$ cat src/hdl/srb_ram.sv
// Generic single-write, single-read RAM with a registered read port.
module srb_ram #(
	parameter int WIDTH = 8,
	parameter int DEPTH = 16
) (
	input  logic                     clk,
	input  logic                     we,
	input  logic [$clog2(DEPTH)-1:0] waddr,
	input  logic [WIDTH-1:0]         wdata,
	input  logic                     re,
	input  logic [$clog2(DEPTH)-1:0] raddr,
	output logic [WIDTH-1:0]         rdata
);

	logic [WIDTH-1:0] mem_q [DEPTH];

	always_ff @(posedge clk) begin
		if (we) begin
			mem_q[waddr] <= wdata;
		end
		if (re) begin
			rdata <= mem_q[raddr];
		end
	end

endmodule

$ cat config.mk
export PLATFORM = sky130hd
export DESIGN_NAME = srb_ram
export DESIGN_NICKNAME = d
export VERILOG_FILES = /design/src/hdl/srb_ram.sv
export SDC_FILE = /design/constraint.sdc
export NUM_CORES = 1
export LEC_CHECK = 0
export BUFFER_PORTS_ARGS = -buffer_cell sky130_fd_sc_hd__buf_4
export CORE_UTILIZATION = 63
export CTS_BUF_LIST = sky130_fd_sc_hd__clkbuf_2
export DETAILED_ROUTE_END_ITERATION = 8
export GPL_ROUTABILITY_DRIVEN = 1
export PLACE_DENSITY = 0.83
export RECOVER_POWER = 100
export SETUP_SLACK_MARGIN = 0.1
export SLEW_MARGIN = 20
export SYNTH_ARGS = -nofsm -noshare
export SYNTH_HDL_FRONTEND = slang
export SYNTH_SLANG_ARGS = --single-unit
$ cat constraint.sdc
create_clock -name clk -period 1.9 [get_ports clk]
set_clock_uncertainty 0.15 [all_clocks]
set_input_delay 0.095 -clock clk [delete_from_list [all_inputs] [get_ports clk]]
set_output_delay 0.095 -clock clk [all_outputs]
set_load 0.03 [all_outputs]
* After elaboration in Yosys (flattened, before gate mapping)
Memories as Yosys holds them, arrays and structs flattened. A register that Yosys moved wholly into a read port is not among the register bits. Index checks and enable logic that the tools add are counted.
Word-level totals: latch bits 0, memories kept 1, logic and storage cells 3, flip-flop bits (word level) 0, input bits 19, ROM bits 0, RAM bits 128
Memory list:
- mem_q | words 16, width 8, rd ports 1, clocked after Yosys merged registers in 1, wr ports 1, RTL line 15 | logic [WIDTH-1:0] mem_q [DEPTH];
Operators by class: bitwise logic cells 0, multipliers 0, eq/ne operators 0, div/mod/pow operators 0, muxes and demuxes 2, shifts and indexed selects 0, reduce and logical (&&, ||, !) cells 0, order comparisons 0, add/subtract/negate cells 0
Operators with widths (count):
- 1-bit two-way mux | 2

* Logic depth before layout (Yosys ltp)
Gate-level depths: netlist (run 1).
word-level depth 2, mapped depth 5, depth with buffers taken out 3

* Least setup slack after synthesis (run 1)
OpenSTA, ideal clock, no wires.
path type input port to flip-flop, start point input port waddr[2], end point memory mem_q[0][0], enable pin, slack 162 ps, required time 1367 ps, arrival time 1205 ps, cell stages on the path 2, cells stage by stage or3b_2 -> nor3_1
RTL lines:
- start: declaration | RTL line 8 | input logic [$clog2(DEPTH)-1:0] waddr,
- end: declaration | RTL line 15
No word-level cell before the write port.

==> results of run 1 <==
cell usage after synthesis:
| library cell | n | area share [%] |
|---|---|---|
| edfxtp_1 | 136 | 78 |
| nand3b_1 | 2 | 0.29 |
| a22oi_1 | 16 | 2.3 |
| nand3_1 | 1 | 0.096 |
| buf_6 | 3 | 0.65 |
| nand2b_1 | 2 | 0.24 |
| and2b_1 | 1 | 0.14 |
| nor2b_1 | 1 | 0.12 |
| clkdlybuf4s25_2 | 3 | 0.57 |
| and2_1 | 1 | 0.12 |
| mux4_2 | 18 | 7.8 |
| mux4_1 | 14 | 7.0 |
| buf_4 | 1 | 0.14 |
| buf_2 | 3 | 0.29 |
| or3b_2 | 1 | 0.17 |
| nor3_1 | 4 | 0.38 |
| nor2_1 | 13 | 0.93 |
| nand2_1 | 9 | 0.65 |
power breakdown:
part	internal, W	leakage [nW]	switching, W
clock network	0.00111	0.175	0.00101
logic	0.000159	0.599	0.000212
registers	0.00338	1.24	0.0000245
total	0.00465	2.01	0.00125
kinds of logic after synthesis:
logic type | share of synthesized area, %
AOI/OAI and AO/OA | 2.30
and+or+nand+nor | 3.14
buffers and inverters | 1.65
DFF | 78.1
muxes | 14.8
cells in the final DEF, fill, tap and decap left out:
| cell type | n |
|---|---|
| edfxtp_1 | 136 |
| clkbuf_1 | 29 |
| clkbuf_2 | 22 |
| dlygate4sd3_1 | 21 |
| mux4_2 | 18 |
| a22oi_1 | 16 |
| mux4_1 | 14 |
| nor2_1 | 13 |
| buf_4 | 12 |
| nand2_1 | 9 |
| bufinv_16 | 6 |
| nor3_1 | 4 |
| nand3b_1 | 2 |
| nand2b_1 | 2 |
| clkinv_1 | 2 |
| clkinv_4 | 2 |
| clkinv_2 | 2 |
| clkinvlp_4 | 2 |
| buf_12 | 2 |
| nor2b_1 | 1 |
| and2_1 | 1 |
| and2b_1 | 1 |
| nand3_1 | 1 |
| or3b_2 | 1 |
| buf_6 | 1 |
state kept, by name, indices dropped and copies added (netlist names):
| signal | cells |
|---|---|
| mem_q | 128 |
| rdata | 8 |
worst paths after layout:
path,end,from,cells after the start,slack [ns]
worst max-delay path,rdata[5],raddr[0],6,0.05
worst min register to register,rdata[3],mem_q[4][3],3,0.62
worst min-delay path,rdata[0],re,2,0.33
worst max register to register,rdata[5],mem_q[2][5],3,0.16
worst max-delay path, cell delays in order:
cell and delay (ns):
dlygate4sd3_1 0.54, buf_4 0.23, buf_6 0.24, mux4_1 0.62, a22oi_1 0.28, nand2_1 0.09
stage by stage:
stage               cell area [um2]  cells  setup WS (ns)
finish                         6070    422         0.0549
global route                   6070    422         0.0763
CTS                            6200    422          0.180
detailed placement             5670    370         0.0485
global placement               5670    370          0.118
floorplan                      5230    229          0.162
cell type report:
cell class                      count  area [um2]
Multi-Input combinational cell     83        1060
Clock buffer                       17        85.1
Clock inverter                     14         230
Tap cell                          102         128
Fill cell                         419        1820
Timing Repair Buffer               70         485
Sequential cell                   136        4080
routing by layer:
metal / vias to the layer above / part of all wire (%) / GRT usage, %
li1: 1142 / - / -
met1: 1343 / 38 / 37.6
met2: 170 / 53 / 48.5
met3: 22 / 7.4 / 6.67
met4: 0 / 2.0 / 11.3
met5: - / 0 / 0
==> flow_metrics.tcl, run 1 <==
set metrics [dict create \
    ir_drop_mv 0.488 \
    p_leak_nw 2.01 \
    clockRootBuffer "clkbuf_2" \
    path_max_fanout 13 \
    dr.pass1.iters 5 \
    yosysWarnings 0 \
    syn_area_um2 5230 \
    grt_pass1_vias 2898 \
    clk_pin_slew_ns 0.19 \
    critical_path_class "in2reg" \
    slew_headroom_pct 53.8 \
    port_buffers 26 \
    clk_latency_ns 0.66 \
    cts_sinks 136 \
    ys_types 18 \
    grt_pass1_wl_mm 16.8 \
    coreArea_um2 7890 \
    post-route-util_pct 77.0 \
    nNetsFinal 327 \
    hp-class "in2reg" \
    drive_gt1_share_pct 21.3 \
    grt_usage_pct 29.0 \
    setup-tns-final_ns 0 \
    fmax_mhz 542 \
    setup_violations 0 \
    areaGrowthSynthToFinish_pct 16.1 \
    finalHoldViolations 0 \
    die_w_um 93.1 \
    antenna_left 0 \
    avgRoutedWirePerCell_um 26.3 \
    whs_ns 0.329 \
    overflow 0 \
    yosysSeqAreaShare_pct 78.1 \
    postCtsHoldBufs 21 \
    avgSynthCellArea_um2 22.8 \
    core.rowCount 32 \
    grt_max_degree 17 \
    synth_cells 229 \
    cap_violations 0 \
    die_area_um2 8670 \
    vias_per_cell 6.34 \
    ys_ff_latch 136 \
    slew_viol_final 0 \
    powerDensity_nw_per_um2 971 \
    synth.net_count 248 \
    antenna_found_initial 0 \
    cts_max_level 4 \
    cts_tree "done" \
    crit_path_end_kind "flip-flop" \
    gp_congestion 0.702 \
    finalCritPeriodShare_pct 97.1 \
    wl_mm 11.1 \
    place_hpwl_mm 6.68 \
    post-route-min-period_ns 1.85 \
    p_total_w 0.00589 \
    ctsResizeCount 0 \
    critPathRequiredTime_ns 2.17 \
    cp.arrival_ns 2.11 \
    start_util_pct 66.3 \
    die_h_um 93.1 \
    cts_made_buffers 17 \
    vias 2677 \
    drc 0 \
    io_pins 27 \
    n_antenna_cell 0 \
    clockBufferDepth 2 \
    rsz0062_at_grt "false" \
    post_cts_buffers 0 \
    cp-start-kind "input port" \
    status "completed" \
    worstMarginPinSlew_ns 0.693 \
    drt-initial-drc-count 280 \
]
Note: power is estimated with default switching activity, not from simulation.
==> run 2: changes to the inputs <==
--- a/config.mk
+++ b/config.mk
@@ -5,12 +5,13 @@
 export SDC_FILE = /design/constraint.sdc
 export NUM_CORES = 1
 export LEC_CHECK = 0
+export ABC_AREA = 1
 export BUFFER_PORTS_ARGS = -buffer_cell sky130_fd_sc_hd__buf_4
 export CORE_UTILIZATION = 63
 export CTS_BUF_LIST = sky130_fd_sc_hd__clkbuf_2
 export DETAILED_ROUTE_END_ITERATION = 8
 export GPL_ROUTABILITY_DRIVEN = 1
-export PLACE_DENSITY = 0.83
+export PLACE_DENSITY = 0.82
 export RECOVER_POWER = 100
 export SETUP_SLACK_MARGIN = 0.1
 export SLEW_MARGIN = 20
==> run 2 against run 1 <==
Compared with the run above:
- the flow now finishes with violations (DRC)
- sequential cell count stayed put
- final cell count is 73% higher
- design area is 6.8% higher
- global-route usage is 0.81 points higher
- count of clock-buffer cells in the layout is 2 higher
- power is 8.0% lower
- wire length is 18% higher
- setup slack better by 0.12 ns
- worst hold slack worse by 0.28 ns
- register-to-register slack better by 0.02 ns
- first-iteration DRC count is 43% higher
- critical endpoint is now rdata[2]
- largest power group unchanged
==> flow_metrics.tcl, run 2 <==
set metrics [dict create \
    clockBufferDepth 2 \
    ys_ff_latch 136 \
    synthFlopType "edfxtp_1" \
    cts_made_buffers 17 \
    port_buffers 26 \
    cp.arrival_ns 2.01 \
    cp-start-kind "flip-flop" \
    min-delay-start "raddr[0]" \
    clk_latency_ns 0.67 \
    crit_top_cell "nand3_1" \
    die_h_um 98.3 \
    worstHoldEndpoint "rdata[7]" \
    vias_per_cell 5.56 \
    cts_tree "done" \
    grt_use_met3_pct 7.95 \
    syn_area_um2 5850 \
    overflow 0 \
    reg2reg_from "mem_q[14][2]" \
    critPathRequiredTime_ns 2.19 \
    yosysSeqAreaShare_pct 69.8 \
    clockRootBuffer "clkbuf_2" \
    n_fill_cell 651 \
    cts_sinks 136 \
    core.rowCount 34 \
    critical_path_class "reg2reg" \
    use_met1_pct 41.9 \
    worstMarginPinSlew_ns 0.956 \
    largest_register "mem_q" \
    grt_usage_pct 29.9 \
    dr.pass1.iters 8 \
    grt_pass1_vias 3952 \
    areaGrowthSynthToFinish_pct 10.8 \
    violations "DRC" \
    hp-class "in2reg" \
    slew_viol_final 0 \
    top_regs "mem_q x128, rdata x8" \
    slew_headroom_pct 36.3 \
    yosysTopAreaCellShare_pct 69.8 \
    drc 2 \
    finalHoldViolations 0 \
    grt_max_degree 65 \
    crit_path_end_kind "flip-flop" \
    rsz0062_at_grt "false" \
    antenna_left 0 \
    avgRoutedWirePerCell_um 17.9 \
    layout_commonest_cell "nand2_1" \
    synth_cells 551 \
    placed_area_um2 6200 \
    p_leak_nw 2.74 \
    rrSetupSlack_ns 0.18 \
    path_delay_family "buffers and inverters" \
    avgSynthCellArea_um2 10.6 \
    ir_drop_mv 0.545 \
    die_w_um 98.3 \
    drive_gt1_share_pct 7.87 \
    reg2regPathDepth 7 \
    grt_pass1_wl_mm 21.0 \
    worstPathCellList "inv_1 -> nand2_1 -> nand3_1 -> nand3_1 -> dlygate4sd3_1 -> nand3_1 -> nand2_1" \
    setup_violations 0 \
    use_met2_pct 45.0 \
    min_path_cells 7 \
    coreArea_um2 8850 \
    finalCritPeriodShare_pct 90.7 \
    crit_path_max_incr_delay_ns 0.56 \
    fmax_mhz 580 \
    whs_ns 0.0470 \
    synthTopCellsByArea "edfxtp_1, nand2_1, nand3_1" \
    timing.critical_path.buf_inv 2 \
    wl_mm 13.1 \
    cts_max_level 4 \
    synthTopCellsByCount "nand2_1, edfxtp_1, inv_1, nand3_1, nor2_1" \
    synthArstFlopShare_pct 0 \
    busiest_layer "met2" \
    gp_congestion 0.839 \
    place_hpwl_mm 7.93 \
    n_antenna_cell 0 \
    start_util_pct 66.1 \
    post-route-min-period_ns 1.72 \
    io_pins 27 \
    setup-tns-final_ns 0 \
    cap_violations 0 \
    nNetsFinal 629 \
    critPathLaunch "mem_q[14][2]" \
    clk_pin_slew_ns 0.19 \
    die_area_um2 9670 \
    cp_slowest_cell "dlygate4sd3_1" \
    final_cell_mix "nand2_1, edfxtp_1, inv_1" \
    drt-initial-drc-count 401 \
    yosys.area.top_type "edfxtp_1" \
    post-synth-top-count-cell "nand2_1" \
    stdcell_area_um2 6480 \
    powerDensity_nw_per_um2 837 \
    yosysWarnings 0 \
    ys_types 11 \
    vias 4062 \
    path_max_fanout 1 \
    synth_edf_count 136 \
    largest_register_ffs 128 \
    regToRegEndpoint "rdata[2]" \
    antenna_found_initial 0 \
    synth.net_count 570 \
    status "finished with violations" \
]
## run 2: stage by stage
stage          setup WS [ns]  total power, W  std cells  util [%]
2_1_floorplan          0.704         0.00372        551         -
3_3_place_gp           0.377         0.00390        681      70.1
3_5_place_dp           0.321         0.00391        681      70.1
4_1_cts                0.181         0.00545        732      74.6
5_1_grt                0.104         0.00561        731      73.2
6_report               0.177         0.00542        731      73.2
## run 2: worst max-delay path by stage
stage                               to  slack (ns)  cells after the start
final                         rdata[2]        0.18                      7
after global placement     mem_q[3][0]        0.38                      4
after CTS                     rdata[3]        0.18                      7
after floorplan           mem_q[10][0]        0.70                      2
after detailed placement   mem_q[3][3]        0.32                      4
after global routing          rdata[2]        0.10                      7
## run 2: power breakdown
| part | total, W | internal, W | switching [W] |
|---|---|---|---|
| combinational | 0.000468 | 0.000142 | 0.000327 |
| sequential | 0.00340 | 0.00338 | 0.0000181 |
| clock | 0.00156 | 0.000487 | 0.00107 |
| total | 0.00542 | 0.00401 | 0.00142 |
## run 2: cell families (layout without fill, tap and decap cells)
kind of cell / after synthesis / count (layout) / synth area share (%)
AND/OR/NAND/NOR: 289 / 289 / 20.8
flip-flops: 136 / 136 / 69.8
buffers and inverters: 126 / 198 / 9.39
## run 2: timing repair
item / CTS / global route
gates resized for setup: 0 / 3
hold endpoints to repair: 272 / 0
setup endpoints to repair: 0 / 2
buffers inserted: 0 / 0
hold buffers: 19 / 0
## run 2: cell type report
class                      instances  area, um2  area share (%)
timing repair buffer              64        443            6.83
inverter                         102        383            5.91
sequential                       136       4080            63.0
clock buffer                      19       95.1            1.47
multi-input combinational        289       1220            18.8
clock inverter                    13        120            1.85
tap                              108        135            2.08
## run 2: metal layers
layer  wire, um  up-vias
met4        413        0
met2       5950      273
met5          0        -
met3       1330       28
li1           -     1897
met1       5380     1864
## run 2: worst min-delay path, stage by stage
cell and delay, ns:
buf_4 0.10, inv_2 0.11, nand2_1 0.09, nand3_1 0.07
nand3_1 0.11, nand3_1 0.09, nand2_1 0.07
